===== src/hdl/ghacc_pkg.sv =====
`default_nettype none

package ghacc_pkg;

  localparam int NUM_BINS     = 4096;
  localparam int NUM_FEATURES = 256;

  localparam int OP_W   = 2;
  localparam int BIN_W  = 12;
  localparam int FEAT_W = 8;
  localparam int OFF_W  = 12;
  localparam int VAL_W  = 32;
  localparam int SUM_W  = 48;
  localparam int GBIN_W = BIN_W + 1;

  localparam int BIN_ADDR_W  = $clog2(NUM_BINS);
  localparam int FEAT_ADDR_W = $clog2(NUM_FEATURES);

  // front-to-back queue, power of two
  localparam int QUEUE_DEPTH = 4;
  localparam int QPTR_W      = $clog2(QUEUE_DEPTH);

  localparam logic [SUM_W-1:0] SUM_MAX = {1'b0, {(SUM_W-1){1'b1}}};
  localparam logic [SUM_W-1:0] SUM_MIN = {1'b1, {(SUM_W-1){1'b0}}};

  typedef enum logic [OP_W-1:0] {
    OP_ACCUM  = 2'd0,
    OP_READ   = 2'd1,
    OP_OFFSET = 2'd2,
    OP_NOP    = 2'd3
  } op_t;

  typedef enum logic [1:0] {
    KIND_ACC      = 2'd0,
    KIND_READ     = 2'd1,
    KIND_READ_OOR = 2'd2
  } kind_t;

  typedef struct packed {
    kind_t              kind;
    logic [BIN_W-1:0]   bin;
    logic [VAL_W-1:0]   grad;
    logic [VAL_W-1:0]   hess;
  } q_item_t;

  typedef struct packed {
    logic               sat;
    logic [SUM_W-1:0]   hsum;
    logic [SUM_W-1:0]   gsum;
  } hist_word_t;

endpackage

`default_nettype wire


===== src/hdl/ghacc_fifo.sv =====
`default_nettype none

module ghacc_fifo import ghacc_pkg::*; (
  input  logic    clk,
  input  logic    rst_n,
  input  logic    push,
  input  q_item_t push_item,
  output logic    full,
  input  logic    pop,
  output logic    q_valid,
  output q_item_t q_item
);

  q_item_t           mem_r [QUEUE_DEPTH];
  logic [QPTR_W-1:0] wr_ptr_r;
  logic [QPTR_W-1:0] rd_ptr_r;
  logic [QPTR_W:0]   count_r;
  logic [QPTR_W:0]   count_nxt;

  assign full    = count_r == (QPTR_W + 1)'(QUEUE_DEPTH);
  assign q_valid = count_r != '0;
  assign q_item  = mem_r[rd_ptr_r];

  always_comb begin
    count_nxt = count_r;
    if (push && !pop) begin
      count_nxt = count_r + 1'b1;
    end else if (pop && !push) begin
      count_nxt = count_r - 1'b1;
    end
  end

  always_ff @(posedge clk) begin
    if (!rst_n) begin
      wr_ptr_r <= '0;
      rd_ptr_r <= '0;
      count_r  <= '0;
    end else begin
      count_r <= count_nxt;
      if (push) begin
        wr_ptr_r <= wr_ptr_r + 1'b1;
      end
      if (pop) begin
        rd_ptr_r <= rd_ptr_r + 1'b1;
      end
    end
  end

  always_ff @(posedge clk) begin
    if (push) begin
      mem_r[wr_ptr_r] <= push_item;
    end
  end

  a_no_overflow: assert property (@(posedge clk) disable iff (!rst_n)
    push |-> !full || pop) else $error("queue push while full");

  a_no_underflow: assert property (@(posedge clk) disable iff (!rst_n)
    pop |-> q_valid) else $error("queue pop while empty");

  a_count_bound: assert property (@(posedge clk) disable iff (!rst_n)
    count_r <= (QPTR_W + 1)'(QUEUE_DEPTH)) else $error("queue count out of bounds");

endmodule

`default_nettype wire


===== config.mk =====
export PLATFORM = sky130hd
export DESIGN_NAME = ghacc_fifo
export DESIGN_NICKNAME = d
export VERILOG_FILES = /design/src/hdl/ghacc_pkg.sv /design/src/hdl/ghacc_fifo.sv
export SDC_FILE = /design/constraint.sdc
export NUM_CORES = 1
export LEC_CHECK = 0
export BUFFER_PORTS_ARGS = -buffer_cell sky130_fd_sc_hd__buf_2
export CAP_MARGIN = 40
export CORE_MARGIN = 4
export CORE_UTILIZATION = 45
export DETAILED_ROUTE_END_ITERATION = 8
export PLACE_DENSITY = 0.63
export SLEW_MARGIN = 20
export SYNTH_ARGS = -nofsm -noshare
export SYNTH_HDL_FRONTEND = slang
export SYNTH_SLANG_ARGS = --single-unit

===== constraint.sdc =====
create_clock -name clk -period 6.8 [get_ports clk]
set_input_delay 1.36 -clock clk [delete_from_list [all_inputs] [get_ports clk]]
set_output_delay 1.36 -clock clk [all_outputs]
set_load 0.01 [all_outputs]

==> flow_summary.yaml <==
job:
  cap_violations: 0
power:
  switching_share_pct: 21.31
  fin_total_pwr_w: 0.004492
  pwr-share-clk_pct: 39.5
  p_per_area_nw_per_um2: 319.6
  leakage_nw: 4.755
  peakVddDrop_mv: 0.2568
  power_frac_comb_pct: 9.3
  power_frac_seq_pct: 51.2
  power.internal_w: 0.003535
  switching_power_w: 0.0009573
route:
  num_vias: 5305
  ant_nets: 0
  drt_iter0_drc: 459
  wl_per_cell_um: 21.83
  via_per_inst: 5.321
  drc: 0
  dr.pass1.iters: 4
  wl_mm: 21.76
clock_network:
  cts_resized: 0
  cts_tree: "yes"
  clk_pin_slew_ps: 60
  cts_setup_buffers: 0
  cts_root_buf: "clkbuf_16"
  htree_levels: 2
  clk-insertion-delay-late_ps: 500
  ctsHoldBuffers: 0
  cts_max_path_buffers: 3
  cts.sinks: 321
  cts_buffers: 34
die:
  die_x_um: 169.4
  rows: 58
  die_area_um2: 28690
  die_y_um: 169.4
  ios: 162
  coreArea_um2: 25400
  floorplan.initialDensity_pct: 46.14
synth:
  synth_cells: 451
  synth_warnings: 0
  syn-cell-area_um2: 11720
  yosysUniqueCellTypes: 21
  syn_area_per_cell_um2: 25.99
  ys_seq_area_share_pct: 81.48
  synthesis.nets: 539
  synth_seq_cells: 321
hold_path:
  holdCritStartpoint: "count_r[2]$_SDFFE_PN0P_"
  min_path_cells: 2
  holdPathEnd: "count_r[2]$_SDFFE_PN0P_"
  worstHoldPathType: "register to register"
critical_path:
  rr_endpoint: "mem_r[3][28]$_DFFE_PP_"
  crit_type: "register to primary output"
  cp.required_ps: 5440
  r2r-start: "wr_ptr_r[0]$_SDFFE_PN0P_"
  end_kind: "primary output"
  start_kind: "register"
  arrival_ps: 2460
  reg2reg_setup_slack_ps: 4610
  critPathMaxFanout: 30
  r2r_cells: 3
place:
  io_buffers: 161
  gp_congestion: 0.7122
  dpl.cell_count: 933
  hpwl_mm: 12.99
timing:
  fin_hold_ws_ps: 537.9
  skew_ps: 10.60
  setup_viol: 0
  fmax_mhz: 261.9
  grt_setup_unrepaired: "no"
  finalHoldViolations: 0
  min_period_ps: 3818
  slew_viol_final: 0
  fin_crit_sh_pct: 56.15
  worstMarginPinSlew_ps: 785.1
  setup_tns_ps: 0
  slew_headroom_pct: 47.66
global_route:
  gr-usage-all-layers_pct: 15.53
  overflow: 0
  grt_pass1_vias: 5910
  grt_pass1_wl_mm: 33.95
  grt_max_degree: 51
  antenna_found_initial: 2
final_layout:
  nets: 729
  final_common_cell: "edfxtp_1"
  layout-drive-gt1-share_pct: 45.58
  area_delta_synth_final_pct: 19.95
  final_cells: 997
  layout_common_cells: "edfxtp_1, buf_2, mux4_2"
  antennaDiodeCount: 0
outcome:
  status: "finished clean"
-- logic make-up after synthesis --
| group | after synthesis | share of synthesized area, % |
|---|---|---|
| AO/OA/AOI/OAI | 2 | 0.1067 |
| XOR/XNOR | 5 | 0.3737 |
| adder cells (fa/ha/maj) | 6 | 0.7046 |
| buffers and inverters | 22 | 1.388 |
| flip-flops | 321 | 81.48 |
| multiplexers | 80 | 15.16 |
| AND/OR/NAND/NOR | 15 | 0.7899 |
-- sequential cells by signal, indices dropped and copies added, names as in the netlist, named ones only --
signal / count
count_r: 3
mem_r: 312
rd_ptr_r: 2
wr_ptr_r: 2
-- final cells by class --
cell class	instances	area [um2]
sequential	321	9557
clock buffer	46	959.7
fill	1944	11340
multi-input combinational	108	2018
inverter	4	15.01
timing repair buffer	172	969.7
tap	330	412.9
clock inverter	16	126.4
-- through the flow --
step / utilization (%) / worst slack [ps] / instance area, um2
final: 55.35 / 2982 / 14060
after global routing: 55.35 / 2768 / 14060
after CTS: 55.16 / 2682 / 14010
after detailed placement: 50.89 / 3230 / 12920
after global placement: 50.61 / 2839 / 12850
after floorplan: - / 3177 / 11720
-- cell usage after synthesis --
cell type / n / area share (%)
buf_12: 3 / 0.51
xor2_1: 3 / 0.22
mux2i_1: 2 / 0.17
edfxtp_1: 312 / 80
mux4_2: 78 / 15
and2_1: 9 / 0.48
ha_1: 5 / 0.53
or3_1: 2 / 0.11
buf_4: 5 / 0.32
nor2b_1: 2 / 0.11
nor3b_1: 1 / 0.064
inv_1: 4 / 0.13
buf_2: 4 / 0.17
xnor2_1: 2 / 0.15
a21boi_0: 1 / 0.064
fa_1: 1 / 0.17
dfxtp_1: 9 / 1.5
buf_6: 1 / 0.096
clkbuf_1: 5 / 0.16
nand2_1: 1 / 0.032
o21ai_0: 1 / 0.043
-- worst max path at each step --
stage	startpoint	to	cells after the start
2_1_floorplan	push	mem_r[0][0]$_DFFE_PP_	1
3_3_place_gp	register	q_item[56]	3
3_5_place_dp	register	q_item[56]	3
4_1_cts	register	q_item[56]	3
5_1_grt	register	q_item[56]	4
6_report	register	q_item[56]	4
-- power by group through the flow --
stage	Combinational (W)	Clock [W]	Sequential, W
2_1_floorplan	0.000258	0	0.00233
3_3_place_gp	0.000401	0	0.00235
3_5_place_dp	0.000423	0	0.00234
4_1_cts	0.000425	0.00183	0.00230
5_1_grt	0.000457	0.00192	0.00231
6_report	0.000417	0.00177	0.00230
-- routing by layer --
metal	routed length [um]	GRT usage, %	up-vias	part of all wire (%)
met5	20	0	-	0.092
met2	10530	25.68	186	48
met4	460	4.410	4	2.1
li1	-	-	2309	-
met1	9128	20.76	2769	42
met3	1629	3.937	37	7.5
-- worst max-delay path, cell delays in order (launching register included) --
cell and delay [ps]:
dfxtp_4 600, buf_4 320, buf_16 280, mux4_2 570, buf_2 160
(Power assumes the default switching activity.)
