[config.mk]
export PLATFORM = sky130hd
export DESIGN_NAME = ghacc_front
export DESIGN_NICKNAME = d
export VERILOG_FILES = /design/src/hdl/ghacc_pkg.sv /design/src/hdl/ghacc_front.sv
export SDC_FILE = /design/constraint.sdc
export NUM_CORES = 2
export LEC_CHECK = 0
export ABC_CLOCK_PERIOD_IN_PS = 16100
export BUFFER_PORTS_ARGS = -buffer_cell sky130_fd_sc_hd__buf_2
export CORE_ASPECT_RATIO = 2
export CORE_MARGIN = 8
export CORE_UTILIZATION = 40
export DETAILED_ROUTE_END_ITERATION = 8
export PLACE_DENSITY = 0.52
export SLEW_MARGIN = 10
export SYNTH_ARGS = -nofsm -noshare
export SYNTH_HDL_FRONTEND = slang
export SYNTH_SLANG_ARGS = --single-unit
[constraint.sdc]
create_clock -name clk -period 16.1 [get_ports clk]
set_input_delay 3.22 -clock clk [delete_from_list [all_inputs] [get_ports clk]]
set_output_delay 3.22 -clock clk [all_outputs]
set_load 0.01 [all_outputs]
[src/hdl/ghacc_pkg.sv]
`default_nettype none

package ghacc_pkg;

  localparam int NUM_BINS     = 4096;
  localparam int NUM_FEATURES = 256;

  localparam int OP_W   = 2;
  localparam int BIN_W  = 12;
  localparam int FEAT_W = 8;
  localparam int OFF_W  = 12;
  localparam int VAL_W  = 32;
  localparam int SUM_W  = 48;
  localparam int GBIN_W = BIN_W + 1;

  localparam int BIN_ADDR_W  = $clog2(NUM_BINS);
  localparam int FEAT_ADDR_W = $clog2(NUM_FEATURES);

  // front-to-back queue, power of two
  localparam int QUEUE_DEPTH = 4;
  localparam int QPTR_W      = $clog2(QUEUE_DEPTH);

  localparam logic [SUM_W-1:0] SUM_MAX = {1'b0, {(SUM_W-1){1'b1}}};
  localparam logic [SUM_W-1:0] SUM_MIN = {1'b1, {(SUM_W-1){1'b0}}};

  typedef enum logic [OP_W-1:0] {
    OP_ACCUM  = 2'd0,
    OP_READ   = 2'd1,
    OP_OFFSET = 2'd2,
    OP_NOP    = 2'd3
  } op_t;

  typedef enum logic [1:0] {
    KIND_ACC      = 2'd0,
    KIND_READ     = 2'd1,
    KIND_READ_OOR = 2'd2
  } kind_t;

  typedef struct packed {
    kind_t              kind;
    logic [BIN_W-1:0]   bin;
    logic [VAL_W-1:0]   grad;
    logic [VAL_W-1:0]   hess;
  } q_item_t;

  typedef struct packed {
    logic               sat;
    logic [SUM_W-1:0]   hsum;
    logic [SUM_W-1:0]   gsum;
  } hist_word_t;

endpackage

`default_nettype wire

[src/hdl/ghacc_front.sv]
`default_nettype none

module ghacc_front import ghacc_pkg::*; (
  input  logic              clk,
  input  logic              rst_n,
  input  logic              in_valid,
  output logic              in_stall,
  input  logic [OP_W-1:0]   in_operation,
  input  logic [BIN_W-1:0]  in_bin_index,
  input  logic [FEAT_W-1:0] in_feature,
  input  logic [OFF_W-1:0]  in_offset_value,
  input  logic [VAL_W-1:0]  in_gradient,
  input  logic [VAL_W-1:0]  in_hessian,
  input  logic              dense_mode,
  input  logic              blocked,
  input  logic              q_full,
  output logic              push,
  output q_item_t           push_item
);

  logic [OFF_W-1:0]       off_mem [NUM_FEATURES];
  logic [OFF_W-1:0]       off_rd_r;
  logic                   clr_busy_r;
  logic [FEAT_ADDR_W-1:0] clr_cnt_r;

  logic                   f1_valid_r;
  logic                   f1_valid_nxt;
  op_t                    f1_op_r;
  logic [BIN_W-1:0]       f1_bin_r;
  logic                   f1_feat_ok_r;
  logic [VAL_W-1:0]       f1_grad_r;
  logic [VAL_W-1:0]       f1_hess_r;

  logic                   accept;
  logic                   feat_ok;
  logic                   off_we;
  logic [FEAT_ADDR_W-1:0] off_waddr;
  logic [OFF_W-1:0]       off_wdata;
  logic                   want;
  logic [GBIN_W-1:0]      gbin;

  assign feat_ok = 32'(in_feature) < NUM_FEATURES;
  assign accept  = in_valid && !in_stall;

  // offset table: swept to zero after reset, then written by offset items
  always_comb begin
    if (clr_busy_r) begin
      off_we    = 1'b1;
      off_waddr = clr_cnt_r;
      off_wdata = '0;
    end else begin
      off_we    = accept && (op_t'(in_operation) == OP_OFFSET) && feat_ok;
      off_waddr = in_feature[FEAT_ADDR_W-1:0];
      off_wdata = in_offset_value;
    end
  end

  always_ff @(posedge clk) begin
    if (off_we) begin
      off_mem[off_waddr] <= off_wdata;
    end
    if (accept) begin
      off_rd_r <= off_mem[in_feature[FEAT_ADDR_W-1:0]];
    end
  end

  always_ff @(posedge clk) begin
    if (!rst_n) begin
      clr_busy_r <= 1'b1;
      clr_cnt_r  <= '0;
    end else if (clr_busy_r) begin
      clr_cnt_r <= clr_cnt_r + 1'b1;
      if (clr_cnt_r == FEAT_ADDR_W'(NUM_FEATURES - 1)) begin
        clr_busy_r <= 1'b0;
      end
    end
  end

  // classify the held item
  always_comb begin
    gbin      = {1'b0, f1_bin_r} + (dense_mode ? {1'b0, off_rd_r} : '0);
    want      = 1'b0;
    push_item = '{kind: KIND_ACC, bin: gbin[BIN_W-1:0], grad: f1_grad_r, hess: f1_hess_r};
    case (f1_op_r)
      OP_ACCUM: begin
        want = (!dense_mode || f1_feat_ok_r) && (32'(gbin) < NUM_BINS);
      end
      OP_READ: begin
        want          = 1'b1;
        push_item.bin = f1_bin_r;
        push_item.kind = (32'(f1_bin_r) < NUM_BINS) ? KIND_READ : KIND_READ_OOR;
      end
      default: begin
        want = 1'b0;
      end
    endcase
  end

  assign push         = f1_valid_r && want && !q_full;
  assign in_stall     = clr_busy_r || blocked || (f1_valid_r && want && q_full);
  assign f1_valid_nxt = accept || (f1_valid_r && want && q_full);

  always_ff @(posedge clk) begin
    if (!rst_n) begin
      f1_valid_r <= 1'b0;
    end else begin
      f1_valid_r <= f1_valid_nxt;
    end
  end

  always_ff @(posedge clk) begin
    if (accept) begin
      f1_op_r      <= op_t'(in_operation);
      f1_bin_r     <= in_bin_index;
      f1_feat_ok_r <= feat_ok;
      f1_grad_r    <= in_gradient;
      f1_hess_r    <= in_hessian;
    end
  end

endmodule

`default_nettype wire

==> impl_metrics.json <==
{
  "pre_cts_ws_ps": 6637,
  "rsz0062_at_grt": "false",
  "ctsResizeCount": 0,
  "yosys_warnings": 0,
  "synth.net_count": 5622,
  "core_area_sq_um": 305200,
  "netlist-cell-type-count": 62,
  "holdCritStartpoint": "clr_cnt_r[6]",
  "avgSynthCellArea_sq_um": 22.26,
  "dp_hpwl_mm": 219.6,
  "worst_pin_slew_ps": 1316,
  "synthTopCellsByArea": "edfxtp_1 (77%), mux4_2 (15%), mux2i_1 (1.3%), nor4_1 (1.0%), a22oi_1 (0.62%)",
  "setup_tns_ps": 0,
  "gr-total-overflow": 0,
  "rr_startpoint": "off_rd_r[0]",
  "cts_max_level": 5,
  "port-buffer-count": 182,
  "nFillCells": 25600,
  "relSlewSlack": 0.1162,
  "num_rows": 287,
  "ys_ff_latch": 3172,
  "grt_pass1_vias": 62390,
  "nets": 6096,
  "postRouteAntennaNets": 0,
  "worstSkewPairLatency_ps": 920,
  "leakage_uw": 0.04413,
  "required_ps": 12880,
  "synth_top_area_share": 0.7748,
  "vias": 58850,
  "fin_crit_ps": 9436,
  "cts_buffer_depth": 4,
  "synth_edf_count": 3162,
  "critPathMaxFanout": 12,
  "r2r-end": "off_mem[44][1]",
  "post-route-period-util": 0.5861,
  "postCtsHoldBufs": 0,
  "hold_viol_final": 0,
  "die_h_um": 798.8,
  "synthCells": 5504,
  "wl_met2_mm": 194.0,
  "run_status": "completed",
  "drv_cap": 0,
  "track_usage": 0.2069,
  "multi_input_area_sq_um": 27060,
  "area_growth_pct": 14.25,
  "cts_setup_buffers": 0,
  "wl_per_cell_um": 33.57,
  "setup_viol_count_final": 0,
  "initial_core_util": 0.4015,
  "routabilityCongestion": 0.8548,
  "dr.pass1.iters": 6,
  "die_w_um": 407.4,
  "grt_max_degree": 197,
  "final_common_cell": "edfxtp_1",
  "met3_length_mm": 13.71,
  "crit_chain": "buf_2 > and2_1 > ha_1 > a21oi_1 > o21ai_0 > o41ai_1 > o31ai_1 > o41a_1 > xnor2_1 > o21ai_0 > buf_2",
  "rrSetupSlack_ps": 10770,
  "drt_drc_violations_left": 0,
  "hold_ws_ps": 615.9,
  "wl_met1_mm": 117.0,
  "most-common-layout-cells": "edfxtp_1 (3162), mux4_2 (792), buf_4 (348)",
  "cts_tree": "built",
  "synth_seq_area_share": 0.7765,
  "cts_root_buf": "clkbuf_16",
  "clkSlewWorstSetupHoldPaths_ps": 70,
  "critPathCaptureType": "output port",
  "fin_skew_ps": 41.20,
  "setup_slack_ps": 6664,
  "cp-start-kind": "input pin",
  "via_per_inst": 5.738,
  "hold_path.class": "reg -> reg",
  "peakVddDrop_v": 0.00007621,
  "fmax_mhz": 106.0,
  "ioPinCount": 184,
  "netlist_area_sq_um": 122500,
  "ys.flop_type": "edfxtp_1",
  "async_reset_ff_frac": 0,
  "wl_mm": 344.3,
  "numCtsBuffers": 284,
  "seq_area_sq_um": 95150,
  "finalPower_uw": 16310,
  "antenna_found_initial": 14,
  "maxSlewViolCount": 0,
  "drt_iter0_drc": 4994,
  "p_per_area_nw_per_um2": 116.5,
  "cpPeakStageDelay_ps": 550,
  "reg2reg_depth": 13,
  "cpMaxStageDelayCell": "xnor2_1",
  "crit_arrival_ps": 6220,
  "clock-sinks": 3172,
  "die_area_sq_um": 325400,
  "worstHoldPathCells": 2,
  "drive_above_1_share": 0.3183,
  "critPathKind": "in -> out",
  "grt_pass1_wl_mm": 484.7,
  "yosysTopAreaCell": "edfxtp_1",
  "dr.max_layer_used": "met5",
  "min_to": "clr_cnt_r[6]"
}
[cell families after synthesis]
kind of cell / synth area share
xor gates and xnor gates: 0.0007148
AOI/OAI and AO/OA: 0.02292
adders and majority gates: 0.001491
buffers and inverters: 0.01464
and+or+nand+nor: 0.02509
muxes: 0.1586
DFF: 0.7765
other: 0.00003060
[per-stage QoR]
stage,cell area [sq um],instances,util
3_3_place_gp,131100,9737,0.4294
5_1_grt,140000,10250,0.4586
6_report,140000,10260,0.4587
2_1_floorplan,122500,5504,-
4_1_cts,139900,10230,0.4584
3_5_place_dp,131100,9737,0.4294
[flip-flops by register name, summed over array words and instances (netlist names)]
| register | cells |
|---|---|
| clr_busy_r | 1 |
| clr_cnt_r | 8 |
| f1_bin_r | 12 |
| f1_grad_r | 32 |
| f1_hess_r | 32 |
| f1_op_r | 2 |
| f1_valid_r | 1 |
| off_mem | 3072 |
| off_rd_r | 12 |
[routing by layer]
metal,track usage,up-vias
li1,-,24460
met1,0.2227,32140
met2,0.3986,1720
met3,0.02340,527
met4,0.1028,2
met5,0,-
[how the worst max path moves through the flow]
stage / from / endpoint
finish: dense_mode / push_item[75]
global route: dense_mode / push_item[75]
detailed placement: dense_mode / push_item[75]
global placement: dense_mode / push_item[75]
CTS: dense_mode / push_item[75]
floorplan: in_offset_value[10] / off_mem[0][10]
[worst max-delay path: cells and delay by family]
kind,cells,cell delay [ps]
AO/OA/AOI/OAI,6,1600
XOR/XNOR,1,550
buffers and inverters,2,390
adder cells (fa/ha/maj),1,250
AND/OR/NAND/NOR,1,200
[cell usage after synthesis, types with 25 or more instances]
| cell type | n |
|---|---|
| a211oi_1 | 33 |
| a21oi_1 | 89 |
| a22o_1 | 28 |
| a22oi_1 | 101 |
| buf_1 | 25 |
| buf_2 | 92 |
| buf_4 | 61 |
| clkbuf_1 | 163 |
| edfxtp_1 | 3162 |
| mux2i_1 | 160 |
| mux4_2 | 792 |
| nand2_1 | 111 |
| nand3_1 | 51 |
| nor2_1 | 120 |
| nor4_1 | 196 |
| o221ai_1 | 49 |
| o22ai_1 | 42 |
[cell type report]
| type | instances | share of cell area |
|---|---|---|
| Sequential cell | 3172 | 0.6797 |
| Clock inverter | 158 | 0.009625 |
| Multi-Input combinational cell | 1970 | 0.1933 |
| Clock buffer | 339 | 0.05360 |
| Antenna cell | 21 | 0.0003754 |
| Inverter | 8 | 0.0002145 |
| Timing Repair Buffer | 542 | 0.02711 |
| Tap cell | 4046 | 0.03616 |
[power by group]
part	internal [uW]	total (uW)	switching [uW]
Sequential	8950	8950	3.48
Clock	3680	6700	3020
Combinational	267	654	388
No activity file was read; power rests on OpenSTA's default activity.
